### src/sv/ordered_slot_pool_unit_defines.svh
// Assertion macros for the ordered slot pool unit.
// Expects clk and rst_n in the scope of each use.
`ifndef ORDERED_SLOT_POOL_UNIT_DEFINES_SVH
`define ORDERED_SLOT_POOL_UNIT_DEFINES_SVH

// Same-cycle implication, checked out of reset.
`define OSP_ASSERT_IMPLY(name, ante, cons, msg) \
  name: assert property (@(posedge clk) disable iff (!rst_n) (ante) |-> (cons)) \
    else $error(msg);

// Next-cycle implication, checked out of reset.
`define OSP_ASSERT_NEXT(name, ante, cons, msg) \
  name: assert property (@(posedge clk) disable iff (!rst_n) (ante) |=> (cons)) \
    else $error(msg);

`endif

### src/sv/osp_pkg.sv
// Shared types and constants for the ordered slot pool unit.
// No dependencies; imported by the interfaces and every module.
package osp_pkg;

  localparam int OP_W      = 3;
  localparam int POS_W     = 6;
  localparam int WD_W      = 32;
  localparam int RD_W      = 32;
  localparam int SLOT_W    = 6;
  localparam int CNT_OUT_W = 7;
  localparam int ST_W      = 2;

  typedef logic [OP_W-1:0] op_code_t;
  typedef logic [ST_W-1:0] status_t;

  localparam op_code_t OP_APPEND = 3'd0;
  localparam op_code_t OP_INSERT = 3'd1;
  localparam op_code_t OP_DELETE = 3'd2;
  localparam op_code_t OP_GET    = 3'd3;
  localparam op_code_t OP_SET    = 3'd4;

  localparam status_t ST_OK    = 2'd0;
  localparam status_t ST_FULL  = 2'd1;
  localparam status_t ST_RANGE = 2'd2;

  // controller -> datapath
  typedef struct packed {
    logic clr_en;       // free-map clearing pass
    logic capture;      // latch the input item
    logic setup;        // decode: bounds, status, scanner reset
    logic lookup;       // read index at position
    logic access;       // payload read/write, free for delete
    logic shift_en;     // move index entries
    logic scan_en;      // search for lowest free slot
    logic place;        // write new entry
    logic load_result;  // fill the output register
  } osp_cmd_t;

  // datapath -> controller
  typedef struct packed {
    logic clr_last;
    logic is_alloc;
    logic is_acc;
    logic is_del;
    logic full;
    logic in_range;
    logic sh_busy;
    logic found;
    logic out_free;
  } osp_stat_t;

endpackage

### src/sv/osp_if.sv
// Valid/ready channel interfaces for the ordered slot pool unit.
// Depends on osp_pkg for the field widths.
interface osp_in_if import osp_pkg::*; ();
  logic              valid;
  logic              ready;
  logic [OP_W-1:0]   operation;
  logic [POS_W-1:0]  position;
  logic [WD_W-1:0]   write_data;

  modport source(output valid, output operation, output position, output write_data,
                 input ready);
  modport sink(input valid, input operation, input position, input write_data,
               output ready);
endinterface

interface osp_out_if import osp_pkg::*; ();
  logic                 valid;
  logic                 ready;
  logic [RD_W-1:0]      read_data;
  logic [SLOT_W-1:0]    slot_used;
  logic [CNT_OUT_W-1:0] count_now;
  logic [ST_W-1:0]      status;

  modport source(output valid, output read_data, output slot_used, output count_now,
                 output status, input ready);
  modport sink(input valid, input read_data, input slot_used, input count_now,
               input status, output ready);
endinterface

### src/sv/osp_ctrl.sv
// Sequencing state machine for the ordered slot pool unit.
// Depends on osp_pkg; drives osp_dp through the command struct.
module osp_ctrl import osp_pkg::*; (
  input  logic      clk,
  input  logic      rst_n,
  input  logic      in_valid,
  output logic      in_ready,
  input  osp_stat_t stat,
  output osp_cmd_t  cmd
);

  typedef enum logic [7:0] {
    S_CLEAR  = 8'b0000_0001,
    S_IDLE   = 8'b0000_0010,
    S_DECODE = 8'b0000_0100,
    S_LOOKUP = 8'b0000_1000,
    S_ACCESS = 8'b0001_0000,
    S_SHIFT  = 8'b0010_0000,
    S_PLACE  = 8'b0100_0000,
    S_DONE   = 8'b1000_0000
  } state_t;

  state_t state_r, state_nxt;

  always_ff @(posedge clk) begin
    if (!rst_n) begin
      state_r <= S_CLEAR;
    end else begin
      state_r <= state_nxt;
    end
  end

  always_comb begin
    state_nxt = state_r;
    cmd       = '0;
    in_ready  = 1'b0;
    case (state_r)
      S_CLEAR: begin
        cmd.clr_en = 1'b1;
        if (stat.clr_last) begin
          state_nxt = S_IDLE;
        end
      end
      S_IDLE: begin
        in_ready = 1'b1;
        if (in_valid) begin
          cmd.capture = 1'b1;
          state_nxt   = S_DECODE;
        end
      end
      S_DECODE: begin
        cmd.setup = 1'b1;
        if (stat.is_alloc) begin
          state_nxt = stat.full ? S_DONE : S_SHIFT;
        end else if (stat.is_acc) begin
          state_nxt = stat.in_range ? S_LOOKUP : S_DONE;
        end else begin
          state_nxt = S_DONE;
        end
      end
      S_LOOKUP: begin
        cmd.lookup = 1'b1;
        state_nxt  = S_ACCESS;
      end
      S_ACCESS: begin
        cmd.access = 1'b1;
        state_nxt  = stat.is_del ? S_SHIFT : S_DONE;
      end
      S_SHIFT: begin
        cmd.shift_en = 1'b1;
        cmd.scan_en  = stat.is_alloc;
        // allocation also waits for the free-slot search
        if (!stat.sh_busy && (!stat.is_alloc || stat.found)) begin
          state_nxt = stat.is_alloc ? S_PLACE : S_DONE;
        end
      end
      S_PLACE: begin
        cmd.place = 1'b1;
        state_nxt = S_DONE;
      end
      S_DONE: begin
        if (stat.out_free) begin
          cmd.load_result = 1'b1;
          state_nxt       = S_IDLE;
        end
      end
      default: begin
        state_nxt = S_IDLE;
      end
    endcase
  end

endmodule

### src/sv/osp_dp.sv
// Datapath for the ordered slot pool unit: payload, order index and free-map
// memories, shift and scan counters, live count and result register. Uses osp_pkg.
module osp_dp import osp_pkg::*; #(
  parameter int SLOTS      = 64,
  parameter int DATA_WIDTH = 32
) (
  input  logic                 clk,
  input  logic                 rst_n,
  input  logic [OP_W-1:0]      in_operation,
  input  logic [POS_W-1:0]     in_position,
  input  logic [WD_W-1:0]      in_write_data,
  input  osp_cmd_t             cmd,
  output osp_stat_t            stat,
  output logic                 out_valid,
  input  logic                 out_ready,
  output logic [RD_W-1:0]      out_read_data,
  output logic [SLOT_W-1:0]    out_slot_used,
  output logic [CNT_OUT_W-1:0] out_count_now,
  output logic [ST_W-1:0]      out_status
);

  localparam int IDXW = $clog2(SLOTS);
  localparam int CNTW = $clog2(SLOTS + 1);
  localparam int CMPW = (CNTW > POS_W) ? CNTW : POS_W;

  // captured item
  op_code_t         op_r;
  logic [POS_W-1:0] pos_r;
  logic [WD_W-1:0]  wdata_r;

  logic [CNTW-1:0] cnt_r;
  logic [IDXW-1:0] at_r;
  logic [CNTW-1:0] k_r;
  logic [CNTW-1:0] lim_r;
  status_t         st_r;
  logic [IDXW-1:0] slot_r;
  logic [IDXW-1:0] clr_r;

  logic is_app, is_ins, is_del, is_get, is_set, is_alloc, is_acc;
  logic in_range, full;

  // memories
  logic [IDXW-1:0]       idx_mem [SLOTS];
  logic [DATA_WIDTH-1:0] pay_mem [SLOTS];
  logic                  fm_mem  [SLOTS];

  logic [IDXW-1:0]       idx_rdata_r;
  logic [DATA_WIDTH-1:0] pay_rdata_r;
  logic                  fm_rdata_r;

  // shift and scan
  logic            mv_pend_r;
  logic [IDXW-1:0] mv_dst_r;
  logic [CNTW-1:0] k_inc, k_dec;
  logic            sh_more, sh_issue;
  logic [IDXW-1:0] sh_src;

  logic            scan_pend_r, found_r, hit, scan_issue;
  logic [IDXW-1:0] scan_addr_r, scan_tag_r, free_slot_r;

  logic                  idx_re, idx_we, pay_re, pay_we, fm_we, fm_wdata;
  logic [IDXW-1:0]       idx_raddr, idx_waddr, idx_wdata, pay_waddr, fm_waddr;
  logic [DATA_WIDTH-1:0] pay_wdata;

  logic                 out_valid_r;
  logic [RD_W-1:0]      rd_r;
  logic [SLOT_W-1:0]    slot_out_r;
  logic [CNT_OUT_W-1:0] cnt_out_r;
  status_t              st_out_r;

  assign is_app   = (op_r == OP_APPEND);
  assign is_ins   = (op_r == OP_INSERT);
  assign is_del   = (op_r == OP_DELETE);
  assign is_get   = (op_r == OP_GET);
  assign is_set   = (op_r == OP_SET);
  assign is_alloc = is_app | is_ins;
  assign is_acc   = is_del | is_get | is_set;
  assign in_range = (CMPW'(pos_r) < CMPW'(cnt_r));
  assign full     = (cnt_r == CNTW'(SLOTS));

  always_ff @(posedge clk) begin
    if (cmd.capture) begin
      op_r    <= in_operation;
      pos_r   <= in_position;
      wdata_r <= in_write_data;
    end
  end

  // shift: insert moves entries up from the top, delete moves them down
  assign k_inc    = k_r + CNTW'(1);
  assign k_dec    = k_r - CNTW'(1);
  assign sh_more  = is_alloc ? (k_r > CNTW'(at_r)) : (k_inc < lim_r);
  assign sh_issue = cmd.shift_en && sh_more;
  assign sh_src   = is_alloc ? IDXW'(k_dec) : IDXW'(k_inc);

  always_ff @(posedge clk) begin
    if (cmd.setup) begin
      at_r  <= (is_ins && in_range) ? IDXW'(pos_r) : IDXW'(cnt_r);
      k_r   <= is_alloc ? cnt_r : CNTW'(pos_r);
      lim_r <= cnt_r;
      if (is_alloc && full) begin
        st_r <= ST_FULL;
      end else if (is_acc && !in_range) begin
        st_r <= ST_RANGE;
      end else begin
        st_r <= ST_OK;
      end
    end else if (sh_issue) begin
      k_r <= is_alloc ? k_dec : k_inc;
    end
    if (sh_issue) begin
      mv_dst_r <= IDXW'(k_r);
    end
  end

  always_ff @(posedge clk) begin
    if (!rst_n) begin
      mv_pend_r <= 1'b0;
    end else begin
      mv_pend_r <= sh_issue;
    end
  end

  // order index memory
  assign idx_re    = cmd.lookup || sh_issue;
  assign idx_raddr = cmd.lookup ? IDXW'(pos_r) : sh_src;
  assign idx_we    = mv_pend_r || cmd.place;
  assign idx_waddr = cmd.place ? at_r : mv_dst_r;
  assign idx_wdata = cmd.place ? free_slot_r : idx_rdata_r;

  always_ff @(posedge clk) begin
    if (idx_we) begin
      idx_mem[idx_waddr] <= idx_wdata;
    end
    if (idx_re) begin
      idx_rdata_r <= idx_mem[idx_raddr];
    end
  end

  // payload memory
  assign pay_re    = cmd.access && is_get;
  assign pay_we    = (cmd.access && (is_set || is_del)) || cmd.place;
  assign pay_waddr = cmd.place ? free_slot_r : idx_rdata_r;
  assign pay_wdata = (cmd.access && is_del) ? '0 : DATA_WIDTH'(wdata_r);

  always_ff @(posedge clk) begin
    if (pay_we) begin
      pay_mem[pay_waddr] <= pay_wdata;
    end
    if (pay_re) begin
      pay_rdata_r <= pay_mem[idx_rdata_r];
    end
  end

  // free map: one bit per slot, set = free
  assign fm_we    = cmd.clr_en || cmd.place || (cmd.access && is_del);
  assign fm_waddr = cmd.clr_en ? clr_r : (cmd.place ? free_slot_r : idx_rdata_r);
  assign fm_wdata = !cmd.place;

  // scan read data is registered, so it lags its address
  assign hit        = scan_pend_r && fm_rdata_r && !found_r;
  assign scan_issue = cmd.scan_en && !found_r && !hit;

  always_ff @(posedge clk) begin
    if (fm_we) begin
      fm_mem[fm_waddr] <= fm_wdata;
    end
    if (scan_issue) begin
      fm_rdata_r <= fm_mem[scan_addr_r];
    end
  end

  always_ff @(posedge clk) begin
    if (!rst_n) begin
      scan_pend_r <= 1'b0;
      found_r     <= 1'b0;
      scan_addr_r <= '0;
      clr_r       <= '0;
    end else begin
      if (cmd.clr_en) begin
        clr_r <= clr_r + IDXW'(1);
      end
      if (cmd.setup) begin
        scan_pend_r <= 1'b0;
        found_r     <= 1'b0;
        scan_addr_r <= '0;
      end else if (cmd.scan_en) begin
        scan_pend_r <= scan_issue;
        if (hit) begin
          found_r <= 1'b1;
        end
        if (scan_issue) begin
          scan_addr_r <= (scan_addr_r == IDXW'(SLOTS - 1)) ? '0 : scan_addr_r + IDXW'(1);
        end
      end
    end
  end

  always_ff @(posedge clk) begin
    if (scan_issue) begin
      scan_tag_r <= scan_addr_r;
    end
    if (cmd.scan_en && hit) begin
      free_slot_r <= scan_tag_r;
    end
  end

  // live count and addressed slot
  always_ff @(posedge clk) begin
    if (!rst_n) begin
      cnt_r <= '0;
    end else if (cmd.place) begin
      cnt_r <= cnt_r + CNTW'(1);
    end else if (cmd.access && is_del) begin
      cnt_r <= cnt_r - CNTW'(1);
    end
  end

  always_ff @(posedge clk) begin
    if (cmd.setup) begin
      slot_r <= '0;
    end else if (cmd.access) begin
      slot_r <= idx_rdata_r;
    end else if (cmd.place) begin
      slot_r <= free_slot_r;
    end
  end

  // result register
  always_ff @(posedge clk) begin
    if (!rst_n) begin
      out_valid_r <= 1'b0;
    end else if (cmd.load_result) begin
      out_valid_r <= 1'b1;
    end else if (out_ready) begin
      out_valid_r <= 1'b0;
    end
  end

  always_ff @(posedge clk) begin
    if (cmd.load_result) begin
      rd_r       <= (is_get && st_r == ST_OK) ? RD_W'(pay_rdata_r) : '0;
      slot_out_r <= SLOT_W'(slot_r);
      cnt_out_r  <= CNT_OUT_W'(cnt_r);
      st_out_r   <= st_r;
    end
  end

  assign out_valid     = out_valid_r;
  assign out_read_data = rd_r;
  assign out_slot_used = slot_out_r;
  assign out_count_now = cnt_out_r;
  assign out_status    = st_out_r;

  always_comb begin
    stat          = '0;
    stat.clr_last = (clr_r == IDXW'(SLOTS - 1));
    stat.is_alloc = is_alloc;
    stat.is_acc   = is_acc;
    stat.is_del   = is_del;
    stat.full     = full;
    stat.in_range = in_range;
    stat.sh_busy  = sh_more || mv_pend_r;
    stat.found    = found_r;
    stat.out_free = !out_valid_r || out_ready;
  end

endmodule

### src/sv/ordered_slot_pool_unit.sv
// Channel    | Dir | Handshake    | Payload
// in_ch      | in  | valid/ready  | operation, position, write_data
// out_ch     | out | valid/ready  | read_data, slot_used, count_now, status
//
// One item at a time. Get and set go through decode, lookup, access and done;
// delete adds a shift that moves each later entry down. Append and insert go
// through decode, shift and place; the index shift and the free-map search run
// side by side. After reset a clearing pass marks every slot free, in_ch not ready.
// A result waits in the output register while out_ch stalls; the next item
// is taken meanwhile and held in its last cycle until the register is free.
// Top level of the ordered slot pool unit; uses osp_pkg, osp_if, osp_ctrl, osp_dp.
`include "ordered_slot_pool_unit_defines.svh"

module ordered_slot_pool_unit import osp_pkg::*; #(
  parameter int SLOTS      = 64,
  parameter int DATA_WIDTH = 32
) (
  input  logic     clk,
  input  logic     rst_n,
  osp_in_if.sink   in_ch,
  osp_out_if.source out_ch
);

  osp_cmd_t  cmd;
  osp_stat_t stat;

  osp_ctrl u_ctrl (
    .clk      (clk),
    .rst_n    (rst_n),
    .in_valid (in_ch.valid),
    .in_ready (in_ch.ready),
    .stat     (stat),
    .cmd      (cmd)
  );

  osp_dp #(
    .SLOTS      (SLOTS),
    .DATA_WIDTH (DATA_WIDTH)
  ) u_dp (
    .clk           (clk),
    .rst_n         (rst_n),
    .in_operation  (in_ch.operation),
    .in_position   (in_ch.position),
    .in_write_data (in_ch.write_data),
    .cmd           (cmd),
    .stat          (stat),
    .out_valid     (out_ch.valid),
    .out_ready     (out_ch.ready),
    .out_read_data (out_ch.read_data),
    .out_slot_used (out_ch.slot_used),
    .out_count_now (out_ch.count_now),
    .out_status    (out_ch.status)
  );

  `OSP_ASSERT_NEXT(a_one_in_flight, in_ch.valid && in_ch.ready, !in_ch.ready, "taken while busy")
  `OSP_ASSERT_IMPLY(a_place_found, cmd.place, stat.found, "slot placed before search ended")
  `OSP_ASSERT_IMPLY(a_load_free, cmd.load_result, stat.out_free, "result overwrote a pending one")
  `OSP_ASSERT_IMPLY(a_out_from_load, $rose(out_ch.valid), $past(cmd.load_result), "stray result")

endmodule

### src/flat_wrapper.sv
// flat-port wrapper written by rule: the top's interface ports become plain ports
module ordered_slot_pool_unit_flat import osp_pkg::*;
#(
  parameter int SLOTS      = 64,
  parameter int DATA_WIDTH = 32
)
  (clk, rst_n, in_ch_valid, in_ch_operation, in_ch_position, in_ch_write_data, in_ch_ready, out_ch_valid, out_ch_read_data, out_ch_slot_used, out_ch_count_now, out_ch_status, out_ch_ready);
  osp_in_if in_ch_i ();
  osp_out_if out_ch_i ();
  input  logic clk;
  input  logic rst_n;
  input wire logic [$bits(in_ch_i.valid)-1:0] in_ch_valid;
  input wire logic [$bits(in_ch_i.operation)-1:0] in_ch_operation;
  input wire logic [$bits(in_ch_i.position)-1:0] in_ch_position;
  input wire logic [$bits(in_ch_i.write_data)-1:0] in_ch_write_data;
  output wire logic [$bits(in_ch_i.ready)-1:0] in_ch_ready;
  output wire logic [$bits(out_ch_i.valid)-1:0] out_ch_valid;
  output wire logic [$bits(out_ch_i.read_data)-1:0] out_ch_read_data;
  output wire logic [$bits(out_ch_i.slot_used)-1:0] out_ch_slot_used;
  output wire logic [$bits(out_ch_i.count_now)-1:0] out_ch_count_now;
  output wire logic [$bits(out_ch_i.status)-1:0] out_ch_status;
  input wire logic [$bits(out_ch_i.ready)-1:0] out_ch_ready;
  assign in_ch_i.valid = in_ch_valid;
  assign in_ch_i.operation = in_ch_operation;
  assign in_ch_i.position = in_ch_position;
  assign in_ch_i.write_data = in_ch_write_data;
  assign in_ch_ready = in_ch_i.ready;
  assign out_ch_valid = out_ch_i.valid;
  assign out_ch_read_data = out_ch_i.read_data;
  assign out_ch_slot_used = out_ch_i.slot_used;
  assign out_ch_count_now = out_ch_i.count_now;
  assign out_ch_status = out_ch_i.status;
  assign out_ch_i.ready = out_ch_ready;
  ordered_slot_pool_unit #(.SLOTS(SLOTS), .DATA_WIDTH(DATA_WIDTH)) u_core (.clk(clk), .rst_n(rst_n), .in_ch(in_ch_i), .out_ch(out_ch_i));
endmodule
### config.mk
export PLATFORM = sky130hd
export DESIGN_NAME = ordered_slot_pool_unit_flat
export DESIGN_NICKNAME = d
export VERILOG_FILES = /design/src/sv/osp_pkg.sv /design/src/sv/osp_if.sv /design/src/sv/osp_ctrl.sv /design/src/sv/osp_dp.sv /design/src/sv/ordered_slot_pool_unit.sv /design/src/flat_wrapper.sv
export VERILOG_INCLUDE_DIRS = /design/src /design/src/sv
export SDC_FILE = /design/constraint.sdc
export NUM_CORES = 2
export LEC_CHECK = 0
export ABC_CLOCK_PERIOD_IN_PS = 14800
export BUFFER_PORTS_ARGS = -buffer_cell sky130_fd_sc_hd__buf_2
export CAP_MARGIN = 15
export CORE_MARGIN = 10
export CORE_UTILIZATION = 35
export DETAILED_ROUTE_END_ITERATION = 8
export PLACE_DENSITY_LB_ADDON = 0.05
export SYNTH_ARGS = -nofsm -noshare
export SYNTH_HDL_FRONTEND = slang
export SYNTH_SLANG_ARGS = --single-unit
export TNS_END_PERCENT = 1
### constraint.sdc
create_clock -name clk -period 14.8 [get_ports clk]
set_input_delay 0.74 -clock clk [delete_from_list [all_inputs] [get_ports clk]]
set_output_delay 0.74 -clock clk [all_outputs]
set_load 0.03 [all_outputs]
# [Word level (Yosys, flattened, before mapping)]
# Memory sizes are Yosys's and may differ from the RTL's. A register that Yosys moved wholly into a read port is not among the register bits.
# Index checks and enable logic that the tools add are counted.
# W data, S select, Z words.
[word_totals] reg_bits=165 n_memories=3 in_bits=45 ramBits=2496 output_inout_bits=49 elab_cells=146
[mem_list] memory="u_core.u_dp.pay_mem" words=64 word_bits=32 read_ports=1 rd_clocked_by_memory_dff=1 write_ports=1 line_no="osp_dp.sv:44" rtl="logic [DATA_WIDTH-1:0] pay_mem [SLOTS];"
[mem_list] memory="u_core.u_dp.idx_mem" words=64 word_bits=6 read_ports=1 rd_clocked_by_memory_dff=1 write_ports=1 line_no="osp_dp.sv:43" rtl="logic [IDXW-1:0] idx_mem [SLOTS];"
[mem_list] memory="u_core.u_dp.fm_mem" words=64 word_bits=1 read_ports=1 rd_clocked_by_memory_dff=1 write_ports=1 line_no="osp_dp.sv:45" rtl="logic fm_mem [SLOTS];"
[op_classes] n_eq_ne=19 add_sub_neg=6 muxes=48 bitwise_logic=4 n_reduce_logical=40 magnitude_cmp=3
[op_table] cell="$mux W8" n=10
[op_table] cell="$pmux W8 S8" n=1
[op_table] cell="$mux W6" n=9
[op_table] cell="$mux W7" n=6
[op_table] cell="$mux W32" n=1
[op_table] cell="$mux W1" n=19
[op_table] cell="$add A7 B1 Y7 const B" n=2
[op_table] cell="$logic_and A1 B1 Y1" n=14
[op_table] cell="$sub A7 B1 Y7 const B" n=2
[op_table] cell="$add A6 B1 Y6 const B" n=2
[op_table] cell="$eq A6 B6 Y1 const B" n=2
[op_table] cell="$logic_or A1 B1 Y1" n=9
[op_table] cell="$eq A8 B1 Y1 const B" n=1
[op_table] cell="$eq A8 B2 Y1 const B" n=1
[op_table] cell="$eq A8 B3 Y1 const B" n=1
[op_table] cell="$eq A8 B4 Y1 const B" n=1
[op_table] cell="$eq A8 B5 Y1 const B" n=1
[op_table] cell="$eq A8 B6 Y1 const B" n=1
[op_table] cell="$eq A8 B7 Y1 const B" n=1
[op_table] cell="$eq A8 B8 Y1 const B" n=1
[op_table] cell="$reduce_bool A2 Y1" n=4
[op_table] cell="$eq A7 B7 Y1 const B" n=1
[op_table] cell="$gt A7 B6 Y1" n=1
[op_table] cell="$logic_not A1 Y1" n=7
[op_table] cell="15 further kinds" n=22

# [Logic depth before layout (Yosys ltp)]
[depth] depth_word=8 depth_mapped=15 mapped_depth_nobuf=13

# [Modules after synthesis]
# A second synthesis with hierarchy kept.
[unflattened] cells_unflattened=4713 hier_area_um2=104591.6
[by_module_without_submodules] module="osp_dp" area_per_inst_um2=104051.0 instances=1 cells_per_inst=4643 seq_area_each_um2=80547.3
[by_module_without_submodules] module="osp_ctrl" area_per_inst_um2=540.5 instances=1 cells_per_inst=70 seq_area_each_um2=160.2

# [Least setup slack after synthesis]
# Ideal clock, no wire load.
[synth_path] path_type="register -> register" startpoint="reg u_core.u_ctrl.state_r[1]" endpoint="mem u_core.u_dp.pay_mem[58][0] (enable)" required_ns=14.379 stages_incl_launch_ff=9 t_arrival_ns=4.560 setup_time_ns=0.421 setup_slack_ns=9.819 period_less_slack_ns=4.981 cell_sequence="dfxtp_1 > or4_1 > or3_1 > nor3b_2 > buf_4 > mux2i_1 > inv_1 > nand3_1 > nor2_1"
[synth_via] elab_cells_between_ends=9 classes_between="2 x eq/ne; 5 x mux; 2 x reduce/logical"
[synth_rtl] element="from (decl)" line_no="osp_ctrl.sv:23" rtl="state_t state_r, state_nxt;"
[synth_rtl] element="from (signal assigned)" line_no="osp_ctrl.sv:29" rtl="state_r <= state_nxt;"
[synth_rtl] element="$eq A8 B7 Y1" line_no="osp_ctrl.sv:37" rtl="case (state_r)"
[synth_rtl] element="$mux W1" line_no="osp_ctrl.sv:37"
[synth_rtl] element="$mux W6"
[synth_rtl] element="net u_core.u_dp.idx_wdata[5]" line_no="osp_dp.sv:62" rtl="logic [IDXW-1:0] idx_raddr, idx_waddr, idx_wdata, pay_waddr, fm_waddr;"
[synth_rtl] element="to (decl)" line_no="osp_dp.sv:44"
# The timed path passes the listed nets, and every way through them passes these cells.

==> results_dict.tcl <==
set metrics [dict create \
    start_kind "register" \
    slew_headroom 0.1780 \
    synthArstFlopShare 0 \
    maxSlewViolCount 0 \
    fmax_ghz 0.1790 \
    placed_area_um2 110500 \
    slowest_stage "buf_4" \
    ir_drop_mv 0.08682 \
    io_pins 94 \
    grt_max_degree 106 \
    gp_routability_congestion 0.7662 \
    hold_depth 3 \
    min_period_ns 5.586 \
    root_buffer "clkbuf_16" \
    ff2ff_setup_slack_ns 9.21 \
    finalHoldViolCount 0 \
    synth_top_family_by_area "multiplexers" \
    grt_first_pass_wirelength_um 426600 \
    die_w_um 565.5 \
    yosysWarningCount 0 \
    crit_type "reg -> reg" \
    numClockSinks 2700 \
    cts_setup_buffers 0 \
    critPathRequiredTime_ns 15.42 \
    htreeDepth 5 \
    routed_via_density 5.346 \
    antenna_found_initial 24 \
    p_leak_nw 37.10 \
    status "finished, final reports clean" \
    finalClockSkew_ns 0.04502 \
    portBuffers 93 \
    synth_seq_cells 2700 \
    cts_buffers 303 \
    cp_num_buf_inv 5 \
    synth_xor_area_frac 0.002018 \
    clk_pin_slew_ns 0.06 \
    clock_tree.buffer_depth 4 \
    cts_tree "yes" \
    wl_per_cell_um 33.84 \
    cp_num_cells 8 \
    min_path_type "in -> reg" \
    critical_path_arrival_ns 6.20 \
    synth_fp_nets 4640 \
    rr_worst_depth 8 \
    drt-total-wl_um 308400 \
    synth_fa_ha_area_frac 0.003315 \
    r2r-end "u_core.u_dp.pay_rdata_r[22]" \
    first_global_vias 50008 \
    fin_setup_tns_ns 0 \
    drive_gt1_frac 0.3013 \
    drtPass1Iterations 5 \
    grt.overflow.total 0 \
    power_density_nw_per_um2 128.7 \
    area_delta_synth_final_pct 15.32 \
    timing.rr.start "u_core.u_dp.idx_rdata_r[1]" \
    core-area_um2 296500 \
    postSynthAreaPerCell_um2 22.80 \
    clk_latency_ns 0.91 \
    worstSetupEndpointType "register" \
    synth_edf_count 2663 \
    rsz0062_at_grt "no" \
    muxShareOfSynthArea 0.1741 \
    die_h_um 565.5 \
    crit_path_end "u_core.u_dp.pay_rdata_r[22]" \
    setup-violations-final 0 \
    std_cell_rows 200 \
    hold_start "out_ch_ready" \
    fin_nets 5004 \
    synth-simple-area-share 0.02525 \
    synth_cell_types 68 \
    worst_pin_slew_ns 1.233 \
    crit_start "u_core.u_dp.idx_rdata_r[1]" \
    drt_first_iter_violations 4596 \
    yosysSeqAreaShare 0.7748 \
    cpLargestDelayFamily "buffers and inverters" \
    dp_hpwl_um 180400 \
    max-cap-violations 0 \
    synthFlopType "edfxtp_1" \
    track_usage 0.1905 \
    vias 48719 \
    dieArea_um2 319800 \
    worst-path-max-fanout 87 \
    fin_area_um2 120100 \
    drcViolationCount 0 \
    synth_cells 4568 \
    finalCritPeriodShare 0.3775 \
    worst_path_most_repeated_cell "buf_4" \
    critPathMaxStageDelay_ns 0.74 \
    initial_core_util 0.3513 \
    detail-route-antenna-nets 0 \
    synth_compound_area_frac 0.01064 \
    syn-cell-area_um2 104200 \
    path_cells "buf_12, buf_4, buf_4, buf_4, buf_4, mux4_2, mux4_2, mux4_2" \
]
## how the worst min path moves through the flow
stage                                 endpoint
floorplan           u_core.u_dp.free_slot_r[0]
global placement    u_core.u_dp.free_slot_r[4]
detailed placement  u_core.u_dp.free_slot_r[2]
CTS                      u_core.u_dp.out_valid
global route          u_core.u_ctrl.state_r[1]
finish                   u_core.u_dp.out_valid
## cells by family (layout without fill, tap and decap cells)
| logic type | after synthesis | in the layout |
|---|---|---|
| xor gates and xnor gates | 24 | 24 |
| and+or+nand+nor | 562 | 562 |
| buffers and inverters | 253 | 850 |
| other | 0 | 9 |
| DFF | 2700 | 2700 |
| muxes | 838 | 838 |
| adders and majority gates | 27 | 27 |
| AOI/OAI and AO/OA | 164 | 164 |
## repair_timing
item / in CTS / in global routing
hold buffers: 41 / 0
gates resized for setup: 0 / 0
hold endpoints to repair: 41 / 0
## layout make-up
| class | instances | area (um^2) |
|---|---|---|
| Sequential cell | 2700 | 80710 |
| Multi-Input combinational cell | 1615 | 23050 |
| Inverter | 33 | 123.9 |
| Antenna cell | 9 | 22.52 |
| Timing Repair Buffer | 279 | 2178 |
| Fill cell | 26086 | 176400 |
| Clock inverter | 157 | 1065 |
| Clock buffer | 381 | 8045 |
| Tap cell | 3939 | 4928 |
## cells in the final DEF (no fill, tap or decap), types with 30 or more instances in the layout
master,n
edfxtp_1,2663
mux4_2,778
clkbuf_16,311
nor2_1,176
buf_4,129
nand2_1,107
buf_2,93
clkbuf_1,70
nor2_4,65
clkinv_1,65
clkinv_2,59
mux2i_1,48
and2_1,44
dlygate4sd3_1,41
nand3_1,38
dfxtp_1,36
o21ai_0,30
## Yosys cell counts (10+ instances only)
cell / number / share of area
buf_2: 17 / 0.00082
and3_1: 10 / 0.00060
xor2_1: 10 / 0.00084
nand3_1: 38 / 0.0018
a22oi_1: 22 / 0.0016
xnor2_1: 14 / 0.0012
nand2_1: 108 / 0.0039
a21boi_0: 15 / 0.0011
and2_1: 77 / 0.0046
nor2_1: 243 / 0.0088
mux2_2: 11 / 0.0012
clkbuf_1: 136 / 0.0049
mux4_2: 778 / 0.17
nor3_1: 15 / 0.00072
nand4_1: 15 / 0.00090
a21oi_1: 28 / 0.0013
or3_1: 12 / 0.00072
ha_1: 26 / 0.0031
edfxtp_1: 2663 / 0.77
dfxtp_1: 37 / 0.0071
inv_1: 30 / 0.0011
mux2i_1: 49 / 0.0047
o21ai_0: 30 / 0.0014
buf_1: 58 / 0.0021
## layer usage
| layer | GRT usage | part of all wire | vias to the layer above |
|---|---|---|---|
| met4 | 0.04062 | 0.021 | 0 |
| met3 | 0.02396 | 0.046 | 387 |
| met5 | 0 | 0 | - |
| met2 | 0.3212 | 0.50 | 1342 |
| li1 | - | - | 20091 |
| met1 | 0.2664 | 0.43 | 26899 |
## state kept, by name, summed over array words and instances, names as in the netlist, 7 cells and up
signal	flops
u_core.u_dp.out_count_now	7
u_core.u_dp.k_r	7
u_core.u_dp.cnt_r	7
u_core.u_dp.fm_mem	64
u_core.u_dp.lim_r	7
u_core.u_dp.out_read_data	32
u_core.u_dp.pay_rdata_r	32
u_core.u_dp.idx_mem	384
u_core.u_ctrl.state_r	8
u_core.u_dp.pay_mem	2048
u_core.u_dp.wdata_r	32
## tightest hold or removal path, cell delays in order
cell	delay, ns
buf_2	0.08
nand2b_1	0.14
a21boi_0	0.09
## metrics by stage
stage | power [mW] | hold WS [ns] | setup WS [ns] | utilization | cells
finish | 15.47 | 0.2333 | 9.214 | 0.4051 | 9113
global route | 15.98 | 0.1740 | 8.959 | 0.4050 | 9107
CTS | 15.68 | 0.1393 | 9.039 | 0.4047 | 9101
detailed placement | 8.571 | 0.4135 | 9.060 | 0.3726 | 8522
global placement | 8.570 | 0.4230 | 9.095 | 0.3722 | 8516
floorplan | 8.511 | 0.4003 | 9.819 | - | 4568
## power by group
part           switching (mW)  total [mW]  internal [mW]
logic                  0.0902       0.124         0.0343
clock network            3.06        7.05           3.99
registers             0.00487        8.29           8.29
total                    3.15        15.5           12.3
(Power assumes the default switching activity.)
